`src/rtl/core/psa_pkg.sv`:
```
// ----------------------------------------------------------------------------
// psa_pkg
// Shared types and constants of the packet alignment search block.
// ----------------------------------------------------------------------------
package psa_pkg;

    // Search counters cover two packets plus one step
    localparam int IDX_W = 13;

    // Register indexes
    localparam logic [2:0] REG_REF_SAMPLES   = 3'd0;
    localparam logic [2:0] REG_REF_DATA_TYPE = 3'd1;
    localparam logic [2:0] REG_REF_CHANNELS  = 3'd2;
    localparam logic [2:0] REG_REF_RATE      = 3'd3;
    localparam logic [2:0] REG_FRAME_BYTES   = 3'd4;
    localparam logic [2:0] REG_PACKET_BYTES  = 3'd5;

    // Result status codes
    localparam logic [1:0] ST_MISMATCH = 2'd0;
    localparam logic [1:0] ST_NO_PREV  = 2'd1;
    localparam logic [1:0] ST_DONE     = 2'd2;

    // Item kinds
    localparam logic FUNC_START = 1'b0;
    localparam logic FUNC_DATA  = 1'b1;

    typedef struct packed {
        logic        func;
        logic [8:0]  cand_samples;
        logic [2:0]  cand_data_type;
        logic [8:0]  cand_channels;
        logic [19:0] cand_rate;
        logic        cand_has_prev;
        logic [31:0] ref_counter;
        logic [31:0] cand_counter;
        logic [7:0]  ref_byte;
        logic [7:0]  prev_byte;
        logic [7:0]  curr_byte;
        logic        last;
    } t_in_item;

    typedef struct packed {
        logic [1:0]         status;
        logic [11:0]        match_count;
        logic signed [47:0] sample_offset;
    } t_out_item;

    typedef struct packed {
        logic [8:0]  ref_samples;
        logic [2:0]  ref_data_type;
        logic [8:0]  ref_channels;
        logic [19:0] ref_rate;
        logic [11:0] frame_bytes;
        logic [11:0] packet_bytes;
    } t_cfg;

    typedef enum logic [2:0] {
        S_IDLE,
        S_CHECK,
        S_OFFS,
        S_READ,
        S_CMP,
        S_DONE
    } t_state;

    typedef struct packed {
        logic       load_start;
        logic       load_data;
        logic       clr_search;
        logic       start_off;
        logic       adv_k;
        logic       match;
        logic       next_off;
        logic       set_code;
        logic [1:0] code;
        logic       out_load;
    } t_ctrl_cmd;

    typedef struct packed {
        logic item_func;
        logic item_last;
        logic fits;
        logic hdr_match;
        logic prev_present;
        logic off_done;
        logic eq;
        logic k_last;
        logic out_free;
    } t_dp_stat;

endpackage

```
`src/rtl/core/psa_regs.sv`:
```
// ----------------------------------------------------------------------------
// psa_regs
// APB configuration registers for the reference stream format.
// ----------------------------------------------------------------------------
module psa_regs (
    input  logic              i_clk,
    input  logic              i_rst_n,
    input  logic              psel,
    input  logic              penable,
    input  logic              pwrite,
    input  logic [4:0]        paddr,
    input  logic [31:0]       pwdata,
    output logic [31:0]       prdata,
    output logic              pready,
    output psa_pkg::t_cfg     o_cfg
);
    import psa_pkg::*;

    t_cfg       r_cfg;
    logic [2:0] w_idx;
    logic       w_wr;

    assign w_idx  = paddr[4:2];
    assign w_wr   = psel && penable && pwrite;
    assign pready = 1'b1;
    assign o_cfg  = r_cfg;

    // Write transaction
    always_ff @(posedge i_clk) begin
        if (!i_rst_n) begin
            r_cfg.ref_samples   <= 9'd256;
            r_cfg.ref_data_type <= 3'd0;
            r_cfg.ref_channels  <= 9'd2;
            r_cfg.ref_rate      <= 20'd48000;
            r_cfg.frame_bytes   <= 12'd4;
            r_cfg.packet_bytes  <= 12'd1024;
        end else if (w_wr) begin
            case (w_idx)
                REG_REF_SAMPLES:   r_cfg.ref_samples   <= pwdata[8:0];
                REG_REF_DATA_TYPE: r_cfg.ref_data_type <= pwdata[2:0];
                REG_REF_CHANNELS:  r_cfg.ref_channels  <= pwdata[8:0];
                REG_REF_RATE:      r_cfg.ref_rate      <= pwdata[19:0];
                REG_FRAME_BYTES:   r_cfg.frame_bytes   <= pwdata[11:0];
                REG_PACKET_BYTES:  r_cfg.packet_bytes  <= pwdata[11:0];
                default: ;
            endcase
        end
    end

    // Read mux
    always_comb begin
        case (w_idx)
            REG_REF_SAMPLES:   prdata = {23'd0, r_cfg.ref_samples};
            REG_REF_DATA_TYPE: prdata = {29'd0, r_cfg.ref_data_type};
            REG_REF_CHANNELS:  prdata = {23'd0, r_cfg.ref_channels};
            REG_REF_RATE:      prdata = {12'd0, r_cfg.ref_rate};
            REG_FRAME_BYTES:   prdata = {20'd0, r_cfg.frame_bytes};
            REG_PACKET_BYTES:  prdata = {20'd0, r_cfg.packet_bytes};
            default:           prdata = 32'd0;
        endcase
    end
endmodule

```
`config.mk`:
```
export PLATFORM = sky130hd
export DESIGN_NAME = psa_regs
export DESIGN_NICKNAME = d
export VERILOG_FILES = /design/src/rtl/core/psa_pkg.sv /design/src/rtl/core/psa_regs.sv
export SDC_FILE = /design/constraint.sdc
export NUM_CORES = 1
export LEC_CHECK = 0
export CORE_ASPECT_RATIO = 1.2
export CORE_MARGIN = 2
export CORE_UTILIZATION = 30
export DETAILED_ROUTE_END_ITERATION = 10
export DONT_BUFFER_PORTS = 1
export GPL_ROUTABILITY_DRIVEN = 0
export GPL_TIMING_DRIVEN = 0
export PLACE_DENSITY = 0.4
export SKIP_CTS_REPAIR_TIMING = 1
export SYNTH_ARGS = -nofsm -noshare
export SYNTH_HDL_FRONTEND = slang
export SYNTH_SLANG_ARGS = --single-unit
```
`constraint.sdc`:
```
create_clock -name i_clk -period 1.65 [get_ports i_clk]
set_input_delay 0.33 -clock i_clk [delete_from_list [all_inputs] [get_ports i_clk]]
set_output_delay 0.33 -clock i_clk [all_outputs]
set_load 0.1 [all_outputs]
```
# --- Word level (Yosys, flattened, before mapping) ---
# Index checks and enable logic that the tools add are counted.
totals:
  regBits: 65
  inputBits: 42
  out_inout_bits: 98
  word_cells: 21
op_classes:
  n_eq_ne: 5
  mux: 1
  reduce_logical: 9
op_table:
  columns: ["operator", "n"]
  rows:
  - ["$pmux W20 S6", 1]
  - ["$reduce_and A2 Y1", 6]
  - ["$eq A3 B2 Y1 const B", 2]
  - ["$eq A3 B3 Y1 const B", 2]
  - ["$eq A3 B1 Y1 const B", 1]
  - ["$logic_not A3 Y1", 1]
  - ["$logic_and A1 B1 Y1", 2]

# --- Depth between registers and ports, before layout ---
# Gate-level depths: netlist of run 1.
logic_depth:
  word_depth: 3
  depth_mapped: 6
  depth_no_buf: 3

# --- Worst setup path after synthesis of run 1 ---
# OpenSTA, ideal clock, no wires.
synth_path:
  path_kind: "register -> output"
  from: "reg r_cfg (netlist bit o_cfg[44])"
  to: "out prdata[0]"
  t_arrival_ns: 2.870
  t_required_ns: 1.320
  setup_slack_ns: -1.550
  stages_incl_launch_ff: 4
  n_path_buf: 0
  cell_sequence: "dfxtp_1 mux4_2 inv_1 o22ai_1"
synth_via:
  elab_chain_len: 1
synth_lines:
  columns: ["item", "line", "rtl"]
  rows:
  - ["start, declared", "psa_regs.sv:19", "t_cfg r_cfg;"]
  - ["$pmux W20 S6", "psa_regs.sv:52", "case (w_idx)"]
  - ["end, declared", "psa_regs.sv:13", "output logic [31:0] prdata,"]
# Every way passes these cells.

# --- Final worst setup path of run 1 ---
# Same ends and word-level chain as after synthesis.

==> results of run 1 <==
final timing paths:
kind | start | to | slack, ns | cells past startpoint
max | o_cfg[44] | prdata[0] | -0.45 | 3
min | pwdata[16] | o_cfg[40] | 0.13 | 2
max reg2reg | o_cfg[35] | o_cfg[35] | 0.52 | 2
min reg2reg | o_cfg[13] | o_cfg[13] | 0.63 | 2
kinds of logic (layout without fill, tap and decap cells):
kind of cell           Yosys count  after routing  share of synthesized area [%]
multiplexers                    71             71                           24.0
other                            2             13                          0.245
AND/OR/NAND/NOR                102            102                           15.2
AO/OA/AOI/OAI                   38             38                           9.24
buffers and inverters           50             68                           8.75
flip-flops                      65             65                           42.5
area by class of cell:
type | count | area (sq um) | area share, %
clock buffer | 11 | 233 | 5.53
multi-input combinational | 224 | 1900 | 45.0
tap | 126 | 158 | 3.74
timing repair buffer | 2 | 32.5 | 0.772
inverter | 13 | 48.8 | 1.16
buffer | 37 | 279 | 6.63
sequential | 65 | 1520 | 36.0
clock inverter | 5 | 46.3 | 1.10
per-layer routing:
| layer | track usage, % | vias up | share of wire (%) |
|---|---|---|---|
| met3 | 5.33 | 11 | 7.1 |
| met5 | 0 | - | 0 |
| met1 | 22.7 | 1153 | 41 |
| met4 | 7.14 | 0 | 1.5 |
| li1 | - | 1160 | - |
| met2 | 32.2 | 79 | 51 |
power by group:
group / internal, mW / switching (mW)
combinational: 0.132 / 0.408
clock: 1.15 / 0.652
sequential: 1.50 / 0.108
per-stage QoR:
step | worst slack [ns] | utilization (%) | instances | total power, mW | instance area [sq um]
after floorplan | -0.134 | - | 339 | 2.11 | 3570
after global placement | -0.523 | 37.4 | 465 | 2.19 | 3720
after detailed placement | -0.527 | 37.4 | 465 | 2.19 | 3720
after CTS | -0.543 | 40.2 | 481 | 4.02 | 4000
after global routing | -0.487 | 42.3 | 483 | 4.12 | 4210
final | -0.452 | 42.3 | 483 | 3.96 | 4210
critical path: stages, from the launching register on:
cell     delay, ns
dfxtp_4       0.54
mux4_2        0.32
inv_2         0.05
o22ai_4       0.53
cells in the final DEF, fill, tap and decap left out, types with 2 or more instances in the layout:
master      n
o21ai_0     9
nor2_1      2
mux2i_4     6
o22ai_4     2
nand2_1    77
nor2_4      2
and2_4      9
nor2b_1     3
buf_4      19
buf_12      2
mux2i_2     3
buf_8       2
inv_2       2
dfxtp_2    11
inv_1      11
o2bb2ai_4   3
clkinv_1    3
buf_6       2
clkbuf_1   13
mux2i_1    60
o221ai_4    6
a22oi_2     6
conb_1     13
clkbuf_16  10
o311ai_0    9
mux4_2      2
dfxtp_4    54
==> impl_metrics.py, run 1 <==
metrics = {
    "run_status": {
        "outcome": "complete, but fails checks",
        "failed_checks": "negative setup slack",
    },
    "floorplan": {
        "rows": 40,
        "die_h_um": 115,
        "die_width_um": 96.2,
        "die-area_sq_um": 11000,
        "ioPinCount": 140,
        "core_sq_um": 9960,
        "initial_core_util_pct": 30.7,
    },
    "sta": {
        "holdWs_ns": 0.131,
        "max_slew_margin_pct": 48.5,
        "period_needed_ns": 2.10,
        "period_share_pct": 127,
        "clock_skew_ns": 0,
        "tightest_slew_ns": 0.767,
        "timing_hold_violations_final": 0,
        "fin_setup_tns_ns": -4.56,
        "setup_slack_ns": -0.452,
        "final_max_slew_viol_count": 0,
        "rsz0062_at_grt": "yes",
        "fmax_ghz": 0.476,
        "setup_viol": 19,
    },
    "finish": {
        "area_delta_synth_final_pct": 37.6,
        "largest_reg_flops": 65,
        "n_antenna_cell": 0,
        "nFillCells": 979,
        "drive_gt1_share_pct": 42.6,
        "nNetsFinal": 394,
    },
    "setup_path": {
        "worstPathArrival_ns": 1.77,
        "criticalPathCategory": "register to output pin",
        "cp.required_ns": 1.32,
        "critPathCaptureType": "output pin",
        "cp-start-kind": "register",
        "critPathMaxFanout": 3,
    },
    "clock_network": {
        "cts_tree": "done",
        "cts-htree-levels": 3,
        "numCtsBuffers": 9,
        "clkSinkCount": 65,
        "clk_latency_ns": 0.33,
        "clock_path_buffers": 2,
        "path_clk_slew_ns": 0.06,
        "root_buffer": "clkbuf_16",
    },
    "synthesis": {
        "synth_common_cells": "77 x nand2_1, 69 x mux2i_1, 65 x dfxtp_1",
        "synthArstFlopShare_pct": 0,
        "synth_cells": 328,
        "synth_largest_area_cell": "dfxtp_1",
        "post_synth_num_cell_types": 30,
        "yosysMostFrequentCell": "nand2_1",
        "synth.avg_cell_area_sq_um": 9.33,
        "synthFlopType": "dfxtp_1",
        "ys_seq_area_share_pct": 42.5,
        "yosysTopAreaCellShare_pct": 42.5,
        "yosysWarnings": 0,
        "ys_ff_latch": 65,
        "synth_area_sq_um": 3060,
        "synth_area_leaders": "dfxtp_1 43%, mux2i_1 23%, nand2_1 9.4%",
        "synth_edf_count": 0,
    },
    "detailed_routing": {
        "initialDrtViolationCount": 62,
        "vias": 2403,
        "wl_um": 10300,
        "remaining_drc_errors": 0,
        "detail_route.wl_per_cell_um": 21.4,
        "firstDrtPassIters": 4,
        "vias_per_cell": 4.98,
        "final_antenna_net_count": 0,
    },
    "power": {
        "irDropWorstVdd_v": 0.000489,
        "power_leakage_nw": 1.47,
        "power.density_nw_per_um2": 939,
    },
    "global_routing": {
        "grt_max_degree": 11,
        "grt_first_pass_wirelength_um": 14900,
        "antenna_found_initial": 0,
        "grt_pass1_vias": 2453,
        "grt_usage_pct": 19.1,
        "grt_overflow": 0,
    },
    "hold_path": {
        "hold_path.class": "input port to register",
    },
    "place": {
        "portBuffers": 0,
        "dp.final_hpwl_um": 7210,
    },
    "job": {
        "max-cap-violations": 0,
    },
}
(Power assumes the default switching activity.)
==> run 2: changes to the inputs <==
--- a/config.mk
+++ b/config.mk
@@ -5,7 +5,7 @@
 export SDC_FILE = /design/constraint.sdc
 export NUM_CORES = 1
 export LEC_CHECK = 0
-export CORE_ASPECT_RATIO = 1.2
+export CORE_ASPECT_RATIO = 1.75
 export CORE_MARGIN = 2
 export CORE_UTILIZATION = 30
 export DETAILED_ROUTE_END_ITERATION = 10
@@ -13,6 +13,7 @@
 export GPL_ROUTABILITY_DRIVEN = 0
 export GPL_TIMING_DRIVEN = 0
 export PLACE_DENSITY = 0.4
+export SETUP_SLACK_MARGIN = 0.02
 export SKIP_CTS_REPAIR_TIMING = 1
 export SYNTH_ARGS = -nofsm -noshare
 export SYNTH_HDL_FRONTEND = slang
==> run 2 against run 1 <==
  * The flow still finishes with violations (negative setup slack)
  * Clock-buffer cell count increased by 1
  * Flip-flop and latch count unchanged
  * First-iteration DRC count increased by 24%
  * Sequential share of layout area increased by 0.12 points
  * Critical path depth unchanged
  * Wire length increased by 5.8%
  * Via count increased by 1.5%
  * Combinational power about the same
  * Core utilization decreased by 0.28 points
  * Power decreased by 1.1%
  * Cell count decreased by 0.62%
  * Critical endpoint unchanged
==> impl_metrics.py, run 2 (synthesized netlist as in run 1, its figures left out) <==
metrics = {
    "setup_path": {
        "worstPathArrival_ns": 1.80,
        "r2r_cells": 2,
        "crit_family": "flip-flops",
        "reg2reg_to": "o_cfg[35]",
        "max_stage_delay_ns": 0.55,
        "path_cells": "mux4_2 -> inv_2 -> o22ai_4",
        "cp.required_ns": 1.32,
        "critPathMaxFanout": 3,
        "cp_num_buf_inv": 1,
        "rrSetupSlack_ns": 0.51,
        "criticalPathCategory": "register to output pin",
        "r2r_start": "o_cfg[35]",
        "critPathCaptureType": "output pin",
        "cpMaxStageDelayCell": "dfxtp_4",
        "cp-start-kind": "register",
    },
    "clock_network": {
        "cts_tree": "done",
        "clkSinkCount": 65,
        "clock_path_buffers": 2,
        "path_clk_slew_ns": 0.06,
        "clk_latency_ns": 0.34,
        "numCtsBuffers": 9,
        "cts-htree-levels": 3,
        "root_buffer": "clkbuf_16",
    },
    "finish": {
        "nNetsFinal": 392,
        "final_cell_mix": "77 x nand2_1, 61 x mux2i_1, 49 x dfxtp_4, 18 x buf_4, 16 x dfxtp_2",
        "drive_gt1_share_pct": 42.8,
        "n_antenna_cell": 0,
        "largest_reg_flops": 65,
        "final_util_pct": 42.0,
        "nFillCells": 970,
        "finalNonFillerCells": 480,
        "final_common_cell": "nand2_1",
        "area_delta_synth_final_pct": 36.0,
        "fin_area_sq_um": 4160,
    },
    "global_routing": {
        "grt_overflow": 0,
        "grt_usage_pct": 20.2,
        "grt_first_pass_wirelength_um": 15700,
        "grt_pass1_vias": 2502,
        "grt_max_degree": 12,
        "antenna_found_initial": 0,
    },
    "floorplan": {
        "core_sq_um": 9910,
        "die-area_sq_um": 11100,
        "initial_core_util_pct": 30.9,
        "ioPinCount": 140,
        "rows": 48,
        "die_width_um": 80.4,
        "die_h_um": 138,
    },
    "sta": {
        "clock_skew_ns": 0,
        "fmax_ghz": 0.470,
        "period_share_pct": 129,
        "final_max_slew_viol_count": 0,
        "tightest_slew_ns": 0.765,
        "period_needed_ns": 2.13,
        "rsz0062_at_grt": "yes",
        "max_slew_margin_pct": 49.0,
        "setup_slack_ns": -0.477,
        "setup_viol": 19,
        "fin_setup_tns_ns": -5.09,
        "timing_hold_violations_final": 0,
    },
    "detailed_routing": {
        "final_antenna_net_count": 0,
        "vias": 2438,
        "firstDrtPassIters": 4,
        "detail_route.wl_per_cell_um": 22.8,
        "vias_per_cell": 5.08,
        "wl_um": 10900,
        "remaining_drc_errors": 0,
        "initialDrtViolationCount": 77,
    },
    "power": {
        "irDropWorstVdd_v": 0.000502,
        "power_leakage_nw": 1.46,
        "power.density_nw_per_um2": 939,
    },
    "hold_path": {
        "min_to": "o_cfg[38]",
        "min_from": "pwdata[14]",
        "hold_path.class": "input port to register",
        "hold_depth": 2,
    },
    "run_status": {
        "failed_checks": "negative setup slack",
        "outcome": "complete, but fails checks",
    },
    "place": {
        "portBuffers": 0,
        "dpl_cell_area_sq_um": 3720,
        "dp_slack_ns": -0.496,
        "dp.final_hpwl_um": 7990,
        "dp_cells": 464,
    },
    "job": {
        "max-cap-violations": 0,
    },
}
run 2: cell types whose count changed in the layout (fill, tap and decap cells not counted), sizes merged:
cell	delta
buf	-1
bufinv	-1
clkinv	-1
clkinvlp	+1
run 2: per-stage QoR:
step | total power [mW] | hold slack (ns)
after global placement | 2.19 | 0.467
after CTS | 3.96 | 0.124
after floorplan | 2.11 | 0.465
final | 3.91 | 0.130
after global routing | 4.05 | 0.130
after detailed placement | 2.19 | 0.478
run 2: report_power, final:
part	leakage [nW]	switching [mW]	total [mW]	internal (mW)
clock	0.130	0.703	1.75	1.05
combinational	0.767	0.413	0.542	0.129
sequential	0.562	0.108	1.62	1.51
total	1.46	1.22	3.91	2.69
run 2: final cells by class:
class                      instances  area [sq um]  share of cell area (%)
tap                              125           156                    3.76
clock buffer                      12           246                    5.92
inverter                          13          48.8                    1.17
sequential                        65          1510                    36.2
multi-input combinational        224          1900                    45.6
buffer                            37           285                    6.85
clock inverter                     4          21.3                   0.511
run 2: how the worst max path moves through the flow:
stage                         start         to  slack, ns  cells after the start
after global routing      o_cfg[55]  prdata[2]      -0.50                      3
after detailed placement   paddr[2]  prdata[6]      -0.50                      4
after CTS                 o_cfg[12]  prdata[0]      -0.57                      2
final                     o_cfg[44]  prdata[0]      -0.48                      3
after global placement     paddr[2]  prdata[6]      -0.49                      4
after floorplan            paddr[3]  prdata[3]      -0.13                      5
run 2: per-layer routing:
layer,routed length (um),up-vias,share of wire [%],global-route usage (%)
li1,-,1162,-,-
met1,3970,1160,36,21.5
met2,5920,99,54,36.6
met3,776,17,7.1,5.44
met4,274,0,2.5,8.76
met5,0,-,0,0
run 2: worst reg2reg max path, cell delays in order (launching register included):
cell      delay [ns]
dfxtp_2         0.70
o21ai_0         0.20
o311ai_0        0.14
==> run 3: changes to the inputs <==
--- a/config.mk
+++ b/config.mk
@@ -12,9 +12,11 @@
 export DONT_BUFFER_PORTS = 1
 export GPL_ROUTABILITY_DRIVEN = 0
 export GPL_TIMING_DRIVEN = 0
+export MAX_ROUTING_LAYER = met4
 export PLACE_DENSITY = 0.4
 export SETUP_SLACK_MARGIN = 0.02
 export SKIP_CTS_REPAIR_TIMING = 1
+export SLEW_MARGIN = 15
 export SYNTH_ARGS = -nofsm -noshare
 export SYNTH_HDL_FRONTEND = slang
 export SYNTH_SLANG_ARGS = --single-unit
==> run 3 against run 2 <==
  * The run still ends with negative setup slack left
  * Non-clock buffer count stayed put
  * Cell count stayed put
  * Setup slack better by 0.0063 ns
  * Critical path depth stayed put
  * Core utilization is 0.063 points lower
  * Register-to-register slack hardly changed
  * Clock skew stayed put
  * Largest cell class unchanged
  * Highest routed layer unchanged
==> impl_metrics.py, run 3 (synthesized netlist as in run 1, its figures left out) <==
metrics = {
    "power": {
        "clkPwrFrac_pct": 44.8,
        "p_seq_share_pct": 41.4,
        "irDropWorstVdd_v": 0.000501,
        "p_comb_share_pct": 13.8,
        "power.density_nw_per_um2": 941,
        "power_leakage_nw": 1.46,
        "internal-power_mw": 2.69,
        "p_sw_mw": 1.22,
        "swShare_pct": 31.3,
    },
    "sta": {
        "timing_hold_violations_final": 0,
        "fin_setup_tns_ns": -5.07,
        "rsz0062_at_grt": "yes",
        "final_max_slew_viol_count": 0,
        "fmax_ghz": 0.471,
        "max_slew_margin_pct": 47.9,
        "clock_skew_ns": 0,
        "setup_slack_ns": -0.471,
        "tightest_slew_ns": 0.781,
        "setup_viol": 19,
        "holdWs_ns": 0.131,
        "period_share_pct": 129,
        "period_needed_ns": 2.12,
    },
    "setup_path": {
        "reg2reg_to": "o_cfg[35]",
        "r2r_start": "o_cfg[35]",
        "criticalPathCategory": "register to output pin",
        "r2r_cells": 2,
        "critPathMaxFanout": 3,
        "cp.required_ns": 1.32,
        "cp-start-kind": "register",
        "critPathCaptureType": "output pin",
        "worstPathArrival_ns": 1.79,
        "rrSetupSlack_ns": 0.51,
    },
    "global_routing": {
        "grt_usage_pct": 20.7,
        "grt_max_degree": 12,
        "grt_overflow": 0,
        "grt_first_pass_wirelength_um": 15700,
        "grt_pass1_vias": 2498,
        "antenna_found_initial": 0,
    },
    "place": {
        "dp.final_hpwl_um": 7990,
        "portBuffers": 0,
        "dpl_cell_area_sq_um": 3720,
        "dp_cells": 464,
    },
    "detailed_routing": {
        "vias_per_cell": 5.05,
        "wl_um": 10900,
        "final_antenna_net_count": 0,
        "initialDrtViolationCount": 68,
        "detail_route.wl_per_cell_um": 22.6,
        "firstDrtPassIters": 4,
        "vias": 2422,
        "remaining_drc_errors": 0,
    },
    "floorplan": {
        "die-area_sq_um": 11100,
        "core_sq_um": 9910,
        "initial_core_util_pct": 30.9,
        "die_width_um": 80.4,
        "rows": 48,
        "die_h_um": 138,
        "ioPinCount": 140,
    },
    "finish": {
        "finalNonFillerCells": 480,
        "n_antenna_cell": 0,
        "largest_reg_flops": 65,
        "final_cell_mix": "77 x nand2_1, 61 x mux2i_1, 49 x dfxtp_4, 18 x buf_4, 16 x dfxtp_2",
        "fin_area_sq_um": 4160,
        "drive_gt1_share_pct": 42.5,
        "area_delta_synth_final_pct": 35.8,
        "nFillCells": 972,
        "nNetsFinal": 392,
        "final_common_cell": "nand2_1",
    },
    "clock_network": {
        "clk_latency_ns": 0.33,
        "cts-htree-levels": 3,
        "numCtsBuffers": 9,
        "clock_path_buffers": 2,
        "cts_tree": "done",
        "root_buffer": "clkbuf_16",
        "path_clk_slew_ns": 0.06,
        "clkSinkCount": 65,
    },
    "run_status": {
        "failed_checks": "negative setup slack",
        "outcome": "complete, but fails checks",
    },
    "hold_path": {
        "min_to": "o_cfg[38]",
        "hold_path.class": "input port to register",
        "min_from": "pwdata[14]",
        "hold_depth": 2,
    },
    "job": {
        "max-cap-violations": 0,
    },
}
## run 3: cell type report
class / count / area [sq um] / share of cell area (%)
Inverter: 13 / 48.8 / 1.17
Buffer: 37 / 285 / 6.86
Clock buffer: 12 / 246 / 5.93
Tap cell: 125 / 156 / 3.76
Sequential cell: 65 / 1510 / 36.2
Multi-Input combinational cell: 224 / 1890 / 45.5
Clock inverter: 4 / 21.3 / 0.512
## run 3: metal layers
metal  part of all wire, %  global-route usage (%)  up-vias
met4                   2.1                    8.76        0
li1                      -                       -     1162
met2                    54                    36.5       99
met5                     0                       -        -
met1                    36                    21.5     1146
met3                   7.2                    5.57       15
## run 3: power groups by stage
stage	sequential, mW	clock [mW]	combinational, mW
finish	1.62	1.75	0.539
global route	1.62	1.85	0.566
CTS	1.64	1.80	0.523
detailed placement	1.67	0	0.522
global placement	1.67	0	0.521
floorplan	1.67	0	0.441
## run 3: worst max-delay path, stage by stage, from the launching register on
cell,delay [ns]
dfxtp_4,0.55
mux4_2,0.32
inv_2,0.04
o22ai_4,0.54
## run 3: worst max-delay path by stage
stage,cells after the start,endpoint,slack (ns),start
6_report,3,prdata[0],-0.47,o_cfg[44]
5_1_grt,3,prdata[2],-0.50,o_cfg[55]
4_1_cts,2,prdata[0],-0.57,o_cfg[12]
3_5_place_dp,4,prdata[6],-0.50,paddr[2]
3_3_place_gp,4,prdata[6],-0.49,paddr[2]
2_1_floorplan,5,prdata[3],-0.13,paddr[3]
## run 3: metrics by stage
step / power [mW] / util (%) / setup WS, ns
3_5_place_dp: 2.19 / 37.6 / -0.496
4_1_cts: 3.96 / 40.3 / -0.573
6_report: 3.91 / 41.9 / -0.471
3_3_place_gp: 2.19 / 37.6 / -0.490
5_1_grt: 4.04 / 41.9 / -0.503
2_1_floorplan: 2.11 / - / -0.134
