**src/rtl/core/psa_pkg.sv**
```systemverilog
// ----------------------------------------------------------------------------
// psa_pkg
// Shared types and constants of the packet alignment search block.
// ----------------------------------------------------------------------------
package psa_pkg;

    // Search counters cover two packets plus one step
    localparam int IDX_W = 13;

    // Register indexes
    localparam logic [2:0] REG_REF_SAMPLES   = 3'd0;
    localparam logic [2:0] REG_REF_DATA_TYPE = 3'd1;
    localparam logic [2:0] REG_REF_CHANNELS  = 3'd2;
    localparam logic [2:0] REG_REF_RATE      = 3'd3;
    localparam logic [2:0] REG_FRAME_BYTES   = 3'd4;
    localparam logic [2:0] REG_PACKET_BYTES  = 3'd5;

    // Result status codes
    localparam logic [1:0] ST_MISMATCH = 2'd0;
    localparam logic [1:0] ST_NO_PREV  = 2'd1;
    localparam logic [1:0] ST_DONE     = 2'd2;

    // Item kinds
    localparam logic FUNC_START = 1'b0;
    localparam logic FUNC_DATA  = 1'b1;

    typedef struct packed {
        logic        func;
        logic [8:0]  cand_samples;
        logic [2:0]  cand_data_type;
        logic [8:0]  cand_channels;
        logic [19:0] cand_rate;
        logic        cand_has_prev;
        logic [31:0] ref_counter;
        logic [31:0] cand_counter;
        logic [7:0]  ref_byte;
        logic [7:0]  prev_byte;
        logic [7:0]  curr_byte;
        logic        last;
    } t_in_item;

    typedef struct packed {
        logic [1:0]         status;
        logic [11:0]        match_count;
        logic signed [47:0] sample_offset;
    } t_out_item;

    typedef struct packed {
        logic [8:0]  ref_samples;
        logic [2:0]  ref_data_type;
        logic [8:0]  ref_channels;
        logic [19:0] ref_rate;
        logic [11:0] frame_bytes;
        logic [11:0] packet_bytes;
    } t_cfg;

    typedef enum logic [2:0] {
        S_IDLE,
        S_CHECK,
        S_OFFS,
        S_READ,
        S_CMP,
        S_DONE
    } t_state;

    typedef struct packed {
        logic       load_start;
        logic       load_data;
        logic       clr_search;
        logic       start_off;
        logic       adv_k;
        logic       match;
        logic       next_off;
        logic       set_code;
        logic [1:0] code;
        logic       out_load;
    } t_ctrl_cmd;

    typedef struct packed {
        logic item_func;
        logic item_last;
        logic fits;
        logic hdr_match;
        logic prev_present;
        logic off_done;
        logic eq;
        logic k_last;
        logic out_free;
    } t_dp_stat;

endpackage

```
**src/rtl/core/psa_ctrl.sv**
```systemverilog
// ----------------------------------------------------------------------------
// psa_ctrl
// Sequencer for loading, the offset-by-offset compare and result hand-off.
// ----------------------------------------------------------------------------
module psa_ctrl (
    input  logic                  i_clk,
    input  logic                  i_rst_n,
    input  logic                  i_in_valid,
    output logic                  o_in_ready,
    input  psa_pkg::t_dp_stat     i_stat,
    output psa_pkg::t_ctrl_cmd    o_cmd
);
    import psa_pkg::*;

    t_state r_state;
    t_state n_state;
    logic   w_acc;

    assign o_in_ready = (r_state == S_IDLE);
    assign w_acc      = i_in_valid && o_in_ready;

    // State register
    always_ff @(posedge i_clk) begin
        if (!i_rst_n) begin
            r_state <= S_IDLE;
        end else begin
            r_state <= n_state;
        end
    end

    // Next state
    always_comb begin
        n_state = r_state;
        case (r_state)
            S_IDLE: begin
                if (w_acc && i_stat.item_func == FUNC_DATA && i_stat.item_last &&
                    i_stat.fits) begin
                    n_state = S_CHECK;
                end
            end
            S_CHECK: begin
                if (!i_stat.hdr_match || !i_stat.prev_present) begin
                    n_state = S_DONE;
                end else begin
                    n_state = S_OFFS;
                end
            end
            S_OFFS: begin
                n_state = i_stat.off_done ? S_DONE : S_READ;
            end
            S_READ: n_state = S_CMP;
            S_CMP: begin
                if (!i_stat.eq || i_stat.k_last) begin
                    n_state = S_OFFS;
                end else begin
                    n_state = S_READ;
                end
            end
            S_DONE: begin
                if (i_stat.out_free) begin
                    n_state = S_IDLE;
                end
            end
            default: n_state = S_IDLE;
        endcase
    end

    // Commands
    always_comb begin
        o_cmd = '0;
        case (r_state)
            S_IDLE: begin
                o_cmd.load_start = w_acc && i_stat.item_func == FUNC_START;
                o_cmd.load_data  = w_acc && i_stat.item_func == FUNC_DATA;
            end
            S_CHECK: begin
                o_cmd.clr_search = 1'b1;
                o_cmd.set_code   = 1'b1;
                if (!i_stat.hdr_match) begin
                    o_cmd.code = ST_MISMATCH;
                end else if (!i_stat.prev_present) begin
                    o_cmd.code = ST_NO_PREV;
                end else begin
                    o_cmd.code = ST_DONE;
                end
            end
            S_OFFS: begin
                o_cmd.start_off = 1'b1;
            end
            S_READ: ;
            S_CMP: begin
                if (!i_stat.eq) begin
                    o_cmd.next_off = 1'b1;
                end else if (i_stat.k_last) begin
                    o_cmd.match    = 1'b1;
                    o_cmd.next_off = 1'b1;
                end else begin
                    o_cmd.adv_k = 1'b1;
                end
            end
            S_DONE: begin
                o_cmd.out_load = i_stat.out_free;
            end
            default: ;
        endcase
    end
endmodule

```
**config.mk**
```make
export PLATFORM = sky130hd
export DESIGN_NAME = psa_ctrl
export DESIGN_NICKNAME = d
export VERILOG_FILES = /design/src/rtl/core/psa_pkg.sv /design/src/rtl/core/psa_ctrl.sv
export SDC_FILE = /design/constraint.sdc
export NUM_CORES = 1
export LEC_CHECK = 0
export ABC_AREA = 1
export BUFFER_PORTS_ARGS = -buffer_cell sky130_fd_sc_hd__buf_2
export CELL_PAD_IN_SITES_DETAIL_PLACEMENT = 1
export CELL_PAD_IN_SITES_GLOBAL_PLACEMENT = 2
export CORE_UTILIZATION = 16
export CTS_CLUSTER_DIAMETER = 150
export DETAILED_ROUTE_END_ITERATION = 12
export GPL_TIMING_DRIVEN = 0
export HOLD_SLACK_MARGIN = 0.06
export PLACE_DENSITY_LB_ADDON = 0.1
export SLEW_MARGIN = 10
export SYNTH_ARGS = -nofsm -noshare
export SYNTH_HDL_FRONTEND = slang
export SYNTH_SLANG_ARGS = --single-unit
```
**constraint.sdc**
```tcl
create_clock -name i_clk -period 1.71 [get_ports i_clk]
set_input_delay 0.342 -clock i_clk [delete_from_list [all_inputs] [get_ports i_clk]]
set_output_delay 0.342 -clock i_clk [all_outputs]
set_load 0.02 [all_outputs]
```
Word level (Yosys, flattened, before mapping)
Cells that the tools add are included.

cells by class
  equal/unequal tests = 7
  reduce and logical (&&, ||, !) cells = 12
  bitwise gates (word level) = 1
  multiplexer cells = 18

operator list
  operator                                        count
  two-way mux 3 bit                               6
  case mux 3 bit (6 select lines)                 1
  two-way mux 2 bit                               5
  == test 3 x 2 -> 1 bit (second input constant)  2
  == test 3 bit (second input constant)           2
  two-way mux 1 bit                               6
  logical AND 1 bit                               5
  == test 3 x 1 -> 1 bit (second input constant)  1
  zero test 1 bit                                 3
  zero test 3 bit                                 1
  logical OR 1 bit                                2
  != test 2 x 1 -> 1 bit (second input constant)  1
  != test 2 bit (second input constant)           1
  AND reduction 2 bit                             1
  NOT 1 bit                                       1

storage, ports and cells
  output and inout port bits = 12
  word-level logic and storage cells = 39
  flip-flop bits (word level) = 3
  input port bits = 12

Logic depth before layout (Yosys ltp)
Gate-level depths: netlist of run 1.

  depth after elaboration = 7
  gate-level depth with buffers = 7

Worst setup path before layout of run 1
No wires, ideal clock.

  kind = reg-to-output
  start = register r_state[0]
  end = output port o_cmd[10] (netlist name)
  data arrival time = 1.082 ns
  required time = 1.368 ns
  stages on the path, launching flop included = 6
  setup slack = 0.286 ns
  buffers on the path = 0
  cell sequence = dfxtp_1 nor2_1 nand2_1 inv_1 nand2_1 nor2_1

RTL lines
  what                    line            source
  start, declared         psa_ctrl.sv:15  t_state r_state;
  start signal, assigned  psa_ctrl.sv:27  r_state <= n_state;
  end, declared           psa_ctrl.sv:11  output psa_pkg::t_ctrl_cmd o_cmd

==> metrics.md, run 1 <==
| Metric | Value |
|---|---|
| Maximum vdd drop | `0.353 mV` |
| Die width | `45.2 um` |
| Placer Congestion | `0.631` |
| Post-placement cell area | `445 um2` |
| Max_slew headroom | `86.0%` |
| Register area | `60.1 um2` |
| Largest register FFs | `3` |
| Syn nets | `66` |
| Crit path time final | `1.57 ns` |
| Clock Skews | `0.00186 ns` |
| Pre-CTS setup slack | `0.369 ns` |
| H-tree depth | `1` |
| Crit start category | `register` |
| Die Ht | `45.2 um` |
| Total gr overflow | `0` |
| Pre-Repair DR Iteration Count | `3` |
| Reg with most FFs | `r_state` |
| Largest net degree at the start of global routing | `7` |
| CTS sink cnt | `3` |
| Setup-failing EPs final | `0` |
| Commonest non-fill, non-tap cell in the layout | `buf_2` |
| Wire per inst | `8.28 um` |
| Final worst-path cycle share | `92.0%` |
| Top Registers | `r_state (3)` |
| Synth unique cells | `16` |
| CTS tree | `built` |
| Multi-input gate area | `175 um2` |
| Vias in the first global route | `371` |
| Final ANT Viol Nets | `0` |
| Cts repair resizes | `0` |
| HP Class | `input port to register` |
| Synth warnings | `0` |
| Seq/Total Area, Yosys | `20.1%` |
| Unrepaired setup endpoints after global routing | `no` |
| Initial detailed-routing violation count | `4` |
| Mapped Avg Cell Area | `5.54 um2` |
| Final WL | `878 um` |
| Maximum clock path buffer count | `2` |
| Core ar. | `1750 um2` |
| Synth Cell Area | `299 um2` |
| Max-cap violations | `0` |
| Clk slew on worst S/H paths | `0.04 ns` |
| Max Clk Rate | `0.636 GHz` |
| Insertion delay to the later sink of the worst-skew pair | `0.23 ns` |
| Commonest cells after routing, fill and taps aside | `buf_2 (23), inv_1 (13), nor2_1 (12), nand2_1 (7)` |
| Area delta synth->final | `57.7%` |
| Total Neg Setup Slack | `0 ns` |
| Hold_buf cts | `0` |
| Worst Tran Pin Value | `0.209 ns` |
| # port buffers | `23` |
| TritonCTS Buffers | `3` |
| Fin. max-slew vios | `0` |
| Core Rows | `15` |
| Critical Path Sink Type | `output port` |
| Die area | `2050 um2` |
| Root buf cell | `clkbuf_4` |
| Layout cells sized above 1 | `42.0%` |
| Crit path max fanout | `4` |
| Post-Synthesis Cells | `54` |
| Final Cell Area | `472 um2` |
| IO Pins | `24` |
| DR DRC count | `0` |
| Final hold vios | `0` |
| Via count | `413` |
| P per Cell Area | `1080 nW/um2` |
| Crit Path Class | `register to output port` |
| Setup ws final | `0.137 ns` |
| Via-per-instance ratio | `3.90` |
| Initial antenna violation count | `0` |
| Hpwl dp | `800 um` |
| Synth Register Bits | `3` |
| Initial Util | `17.1%` |
| First-pass GRT wire length | `1.41 mm` |
| Nets | `94` |
| Tot GR Track Use | `9.98%` |
| Status | `complete, no violations` |
| Post-CTS Setup Repair Bufs | `0` |
| Final design utilization | `27.0%` |
| CP arrival | `1.23 ns` |
| LEAKAGE | `0.297 nW` |
| Worst EP required | `1.37 ns` |
| Hold WS | `0.363 ns` |
| Fill count | `252` |
| Antenna Diode Count | `0` |
[where the power goes]
group | total [mW] | switching [mW] | internal [mW]
clock network | 0.125 | 0.0372 | 0.0875
logic | 0.282 | 0.183 | 0.0990
registers | 0.104 | 0.0194 | 0.0846
[area by class of cell]
cell class | instances | area share (%)
Multi-Input combinational cell | 35 | 37.1
Timing Repair Buffer | 23 | 24.4
Tap cell | 25 | 6.63
Buffer | 1 | 1.59
Inverter | 15 | 11.9
Clock buffer | 4 | 5.57
Sequential cell | 3 | 12.7
[final timing paths]
check	cells after the start	slack (ns)	endpoint	from
setup / recovery	5	0.14	o_cmd[4]	r_state[2]
hold / removal	3	0.36	r_state[0]	i_rst_n
setup reg to reg	6	0.65	r_state[0]	r_state[0]
hold reg to reg	3	0.65	r_state[1]	r_state[1]
[cell usage after synthesis]
library cell | n | area (um2)
nor3_1 | 3 | 15.0
a21oi_2 | 1 | 8.76
dfxtp_1 | 3 | 60.1
o21ai_1 | 1 | 5.00
nand3_1 | 3 | 15.0
nor2_1 | 12 | 45.0
a21oi_1 | 3 | 15.0
nand3_2 | 1 | 10.0
nor3_2 | 1 | 10.0
inv_2 | 2 | 7.51
buf_4 | 1 | 7.51
inv_1 | 13 | 48.8
nor2_2 | 1 | 6.26
nand4_1 | 1 | 6.26
a31oi_2 | 1 | 12.5
nand2_1 | 7 | 26.3
[cell families (layout without fill, tap and decap cells)]
kind of cell           after synthesis  count (layout)  synth area share (%)
AND/OR/NAND/NOR                     29              29                  44.8
buffers and inverters               16              43                  21.3
flip-flops                           3               3                  20.1
AO/OA/AOI/OAI                        6               6                  13.8
[routing by layer]
metal | vias to the layer above | global-route usage (%) | share of wire, %
li1 | 220 | - | -
met4 | 0 | 5.45 | 0
met2 | 13 | 16.8 | 54
met3 | 0 | 3.60 | 5.6
met5 | - | 0 | 0
met1 | 180 | 10.8 | 41
[worst max-delay path, stage by stage (launching register included)]
cell and delay [ns]:
dfxtp_1 0.39, inv_2 0.08, nor3_1 0.13, inv_1 0.09, a21oi_1 0.13, buf_2 0.18
[metrics by stage]
step	power (mW)	std cells
detailed placement	0.393	102
global placement	0.392	102
floorplan	0.304	54
CTS	0.527	106
finish	0.510	106
global route	0.570	106
No activity file was read; power rests on OpenSTA's default activity.
==> run 2: changes to the inputs <==
CORE_UTILIZATION = 13   (was 16)
clock period = 1.43 ns   (was 1.71 ns; I/O delays follow)
==> run 2 against run 1 <==
  * Worst setup slack lost 0.13 ns
  * Die area grew 22%
  * Sequential cell count did not move
  * Critical path type unchanged
  * Largest power group unchanged
  * Routed wire length rose by 18%
  * Cell area is 28% higher
==> metrics.md, run 2 (synthesis results as in run 1) <==
| Metric | Value |
|---|---|
| Gate power share | `62.6% (+7.4 points)` |
| Total gr overflow | `0 (unchanged)` |
| CP arrival | `1.14 ns (-0.09 ns)` |
| Placer Congestion | `0.678 (+7.5%)` |
| Sw frac | `44.6% (-2.2 points)` |
| Antenna Diode Count | `0 (unchanged)` |
| First-pass GRT wire length | `1.66 mm (+18%)` |
| Initial Util | `13.6% (-3.5 points)` |
| Hpwl dp | `810 um (+1.2%)` |
| Int Power | `426 uW (+57%)` |
| Final ANT Viol Nets | `0 (unchanged)` |
| Worst EP required | `1.14 ns (-0.23 ns)` |
| NetSw | `343 uW (+43%)` |
| Critical Path Sink Type | `output port` |
| Final Cell Area | `604 um2 (+28%)` |
| Die Ht | `50.0 um (+10%)` |
| Multi-input gate area | `218 um2 (+24%)` |
| Area delta synth->final | `102%` |
| Initial detailed-routing violation count | `5 (+1)` |
| Worst Tran Pin Value | `0.166 ns (-0.0435 ns)` |
| Via-per-instance ratio | `3.83 (-1.6%)` |
| Pre-Repair DR Iteration Count | `4 (+1)` |
| Critical path, cell by cell | `nor3_1, inv_1, a21oi_2, buf_4` |
| Status | `complete, no violations` |
| Fill count | `281 (+12%)` |
| Crit path time final | `1.42 ns` |
| Final WL | `1.04 mm (+18%)` |
| Clock Skews | `0.000114 ns (-0.00174 ns)` |
| Clk slew on worst S/H paths | `0.04 ns (about the same)` |
| Reg2Reg Launch Point | `r_state[2]` |
| Nets | `100 (+6.4%)` |
| Crit Path Class | `register to output port` |
| Via count | `441 (+6.8%)` |
| Core Rows | `17 (+2)` |
| Tot GR Track Use | `8.93% (-1.0 points)` |
| CTS sink cnt | `3 (unchanged)` |
| Clock Power Share | `19.4% (-5.0 points)` |
| Maximum vdd drop | `0.401 mV (+13%)` |
| Wire per inst | `9.02 um (+8.9%)` |
| Crit path launch | `r_state[0]` |
| Commonest cells after routing, fill and taps aside | `buf_2 (15), buf_4 (11), inv_1 (10), nor2_1 (8)` |
| Crit start category | `register` |
| Post-layout power | `769 uW (+51%)` |
| Delay-heaviest family, CP | `flip-flops` |
| Initial antenna violation count | `0 (unchanged)` |
| Root buf cell | `clkbuf_4` |
| HP Class | `input port to register` |
| Final worst-path cycle share | `99.5%` |
| Layout cells sized above 1 | `62.1% (+20 points)` |
| TritonCTS Buffers | `3 (unchanged)` |
| Commonest non-fill, non-tap cell in the layout | `buf_2` |
| Final hold vios | `0 (unchanged)` |
| Fin. max-slew vios | `0 (unchanged)` |
| Reg with most FFs | `r_state` |
| HP Start | `i_rst_n` |
| LEAKAGE | `0.336 nW (+13%)` |
| P per Cell Area | `1270 nW/um2 (+18%)` |
| Max Clk Rate | `0.703 GHz` |
| Core ar. | `2190 um2 (+26%)` |
| CP max stage cell | `dfxtp_4` |
| Register area | `66.3 um2 (+10%)` |
| Die area | `2500 um2 (+22%)` |
| IO Pins | `24 (unchanged)` |
| Largest net degree at the start of global routing | `6 (-1)` |
| Largest register FFs | `3 (unchanged)` |
| DR DRC count | `0 (unchanged)` |
| Crit path max fanout | `5 (+1)` |
| Max_slew headroom | `88.9% (+2.9 points)` |
| H-tree depth | `1 (unchanged)` |
| Setup-failing EPs final | `0 (unchanged)` |
| Worst stage delay on the critical path | `0.37 ns (-0.02 ns)` |
| Unrepaired setup endpoints after global routing | `yes` |
| Critical path buffers and inverters | `2 (-1)` |
| Sequential Power Share | `18.0% (-2.4 points)` |
| # port buffers | `23 (unchanged)` |
| Maximum clock path buffer count | `2 (unchanged)` |
| Max-cap violations | `0 (unchanged)` |
| Top Registers | `r_state (3)` |
| Insertion delay to the later sink of the worst-skew pair | `0.23 ns (about the same)` |
| Final design utilization | `27.6% (+0.56 points)` |
| CTS tree | `built` |
| Vias in the first global route | `434 (+17%)` |
| Post-placement cell area | `449 um2 (+0.84%)` |
| Die width | `50.0 um (+10%)` |
-- run 2: cell types whose count changed in the layout (fill, tap and decap cells not counted), moves of 3 or more --
cell,delta
buf_6,+4
nor2_2,+3
buf_2,-8
inv_2,+3
buf_4,+10
dfxtp_1,-3
inv_1,-3
nor2_1,-4
-- run 2: metrics by stage --
step | hold slack (ns) | setup TNS [ns] | instances | worst slack (ns)
final | 0.297 | 0 | 115 | 0.00748
after detailed placement | 0.548 | 0 | 105 | 0.134
after CTS | 0.290 | -0.00887 | 113 | -0.00542
after global placement | 0.545 | 0 | 105 | 0.130
after global routing | 0.299 | -0.341 | 115 | -0.0855
after floorplan | 0.418 | 0 | 54 | 0.0622
-- run 2: per-layer routing --
| layer | share of wire [%] | vias up | wire [um] | track usage (%) |
|---|---|---|---|---|
| li1 | - | 231 | - | - |
| met1 | 46 | 191 | 476 | 10.9 |
| met2 | 46 | 15 | 472 | 13.7 |
| met3 | 6.5 | 4 | 67 | 3.09 |
| met4 | 1.9 | 0 | 20 | 4.29 |
| met5 | 0 | - | 0 | 0 |
-- run 2: final timing paths --
| check | end | slack [ns] | cells past startpoint |
|---|---|---|---|
| hold / removal | r_state[0] | 0.30 | 3 |
| hold reg to reg | r_state[2] | 0.70 | 4 |
| setup / recovery | o_cmd[4] | 0.007 | 4 |
| setup reg to reg | r_state[1] | 0.33 | 7 |
-- run 2: area by class of cell --
class,instances,area share (%)
well taps,28,5.80
inverters,15,9.32
flip-flops and latches,3,11.0
plain buffers,1,1.24
multi-input cells,35,36.0
clock buffers,4,4.35
repair buffers,29,32.3
-- run 2: power by group through the flow --
| stage | registers, mW | logic (mW) | clock network (mW) |
|---|---|---|---|
| finish | 0.138 | 0.481 | 0.149 |
| global route | 0.142 | 0.531 | 0.165 |
| CTS | 0.133 | 0.421 | 0.157 |
| detailed placement | 0.127 | 0.345 | 0 |
| global placement | 0.128 | 0.346 | 0 |
| floorplan | 0.121 | 0.243 | 0 |
-- run 2: what timing repair did --
action | in CTS | in global routing
setup endpoints to repair | 7 | 9
pin swaps | 2 | 3
gates resized for setup | 13 | 17
setup buffers | 4 | 2
hold endpoints to repair | 0 | 0
gates cloned | 0 | 0
hold buffers | 0 | 0
-- run 2: tightest hold or removal path, delay by kind of cell --
| kind | cells | cell delay [ns] |
|---|---|---|
| buf+inv | 1 | 0.10 |
| simple gates | 1 | 0.07 |
| compound gates | 1 | 0.03 |
==> run 3: changes to the inputs <==
CORE_UTILIZATION = 15   (was 13)
clock period = 1.4 ns   (was 1.43 ns; I/O delays follow)
==> run 3 against run 2 <==
  * Worst setup slack gained 0.012 ns
  * Largest cell class unchanged
  * Sequential share of layout area is 1.3 points higher
  * Die area decreased by 13%
==> metrics.md, run 3 (synthesis results as in run 1) <==
| Metric | Value |
|---|---|
| Status | `complete, no violations` |
| Final ANT Viol Nets | `0 (unchanged)` |
| Largest net degree at the start of global routing | `7 (+1)` |
| Critical Path Sink Type | `output port` |
| Clk slew on worst S/H paths | `0.04 ns (about the same)` |
| Hpwl dp | `776 um (-4.2%)` |
| Initial Util | `16.6% (+2.9 points)` |
| First-pass GRT wire length | `1.51 mm (-9.1%)` |
| Maximum clock path buffer count | `2 (unchanged)` |
| Die area | `2180 um2 (-13%)` |
| Die Ht | `46.7 um (-6.6%)` |
| CTS tree | `built` |
| Top Registers | `r_state (3)` |
| Placer Congestion | `0.645 (-4.8%)` |
| Maximum vdd drop | `0.643 mV (+60%)` |
| Setup-failing EPs final | `0 (unchanged)` |
| Post-layout power | `722 uW (-6.1%)` |
| Pre-Repair DR Iteration Count | `1 (-3)` |
| Setup ws final | `0.0191 ns (+0.0117 ns)` |
| LEAKAGE | `0.315 nW (-6.2%)` |
| Area delta synth->final | `87.4%` |
| Via count | `427 (-3.2%)` |
| Total gr overflow | `0 (unchanged)` |
| Nets | `95 (-5.0%)` |
| Final hold vios | `0 (unchanged)` |
| Final WL | `898 um (-13%)` |
| Max_slew headroom | `89.0% (+0.13 points)` |
| Die width | `46.7 um (-6.6%)` |
| # port buffers | `23 (unchanged)` |
| Crit path time final | `1.38 ns` |
| Worst EP required | `1.12 ns (-0.02 ns)` |
| Root buf cell | `clkbuf_4` |
| Crit start category | `register` |
| Reg with most FFs | `r_state` |
| Vias in the first global route | `402 (-7.4%)` |
| Crit Path Class | `register to output port` |
| Core ar. | `1800 um2 (-18%)` |
| Tot GR Track Use | `10.0% (+1.1 points)` |
| CTS sink cnt | `3 (unchanged)` |
| TritonCTS Buffers | `3 (unchanged)` |
| Commonest cells after routing, fill and taps aside | `buf_2 (15), inv_1 (11), nor2_1 (10), buf_4 (8), nand2_1 (5)` |
| Layout cells sized above 1 | `57.3% (-4.8 points)` |
| Unrepaired setup endpoints after global routing | `yes` |
| Via-per-instance ratio | `3.99 (+4.1%)` |
| Antenna Diode Count | `0 (unchanged)` |
| Crit path max fanout | `4 (-1)` |
| Max-cap violations | `0 (unchanged)` |
| Initial antenna violation count | `0 (unchanged)` |
| H-tree depth | `1 (unchanged)` |
| Hold_buf cts | `0 (unchanged)` |
| Insertion delay to the later sink of the worst-skew pair | `0.23 ns (about the same)` |
| Final worst-path cycle share | `98.6%` |
| P per Cell Area | `1290 nW/um2 (+1.2%)` |
| Register-to-Register Path Depth | `7 (unchanged)` |
| CP arrival | `1.10 ns (-0.04 ns)` |
| Max Clk Rate | `0.724 GHz` |
| Final design utilization | `31.1% (+3.5 points)` |
| Worst Tran Pin Value | `0.164 ns (-0.00207 ns)` |
| Core Rows | `15 (-2)` |
| DR DRC count | `0 (unchanged)` |
| Largest register FFs | `3 (unchanged)` |
| HP Class | `input port to register` |
| Pre-CTS setup slack | `0.130 ns (-0.00424 ns)` |
| Commonest non-fill, non-tap cell in the layout | `buf_2` |
| IO Pins | `24 (unchanged)` |
| Wire per inst | `8.39 um (-6.9%)` |
| Min-Delay Path Depth | `3 (unchanged)` |
| Clock Skews | `0.00121 ns (+0.00109 ns)` |
| Initial detailed-routing violation count | `0 (-5)` |
| Fin. max-slew vios | `0 (unchanged)` |
run 3: worst max-delay path, cell delays in order, from the launching register on:
cell and delay (ns):
dfxtp_2 0.34, inv_2 0.11, nand3_4 0.11, inv_2 0.08, buf_4 0.09, buf_2 0.15
run 3: repair_timing:
action,4_1_cts,5_1_grt
pin swaps,2,2
endpoints found under the hold margin,0,0
endpoints found under the setup margin,7,9
resized for setup,15,13
setup buffers,1,0
run 3: power by group:
| group | switching, mW | internal, mW |
|---|---|---|
| Combinational | 0.250 | 0.175 |
| Clock | 0.0441 | 0.107 |
| Sequential | 0.0356 | 0.110 |
run 3: final cells by class:
class | count | area, um2
flip-flops and latches | 3 | 68.8
well taps | 25 | 31.3
fillers | 250 | 1240
inverters | 15 | 58.8
clock buffers | 4 | 26.3
repair buffers | 24 | 150
multi-input cells | 35 | 218
plain buffers | 1 | 7.51
run 3: worst paths after layout:
| check | from | end | slack, ns |
|---|---|---|---|
| worst max-delay path | r_state[1] | o_cmd[8] | 0.02 |
| worst min-delay path | i_rst_n | r_state[0] | 0.30 |
| worst max register to register | r_state[0] | r_state[0] | 0.32 |
| worst min register to register | r_state[1] | r_state[1] | 0.64 |
run 3: metal layers:
layer  global-route usage (%)  wire length (um)  up-vias  share of wire, %
met5                        0                 0        -                 0
met4                     3.43                 0        0                 0
met3                     3.53                54        0               6.0
met2                     17.5               474       15                53
met1                     11.1               368      192                41
li1                         -                 -      220                 -
run 3: per-stage QoR:
stage	area, um2	hold WS, ns	setup TNS (ns)	instances
finish	561	0.296	0	107
detailed placement	445	0.545	0	102
CTS	517	0.299	-0.0284	107
global route	561	0.310	-0.305	107
global placement	445	0.541	0	102
floorplan	299	0.412	0	54
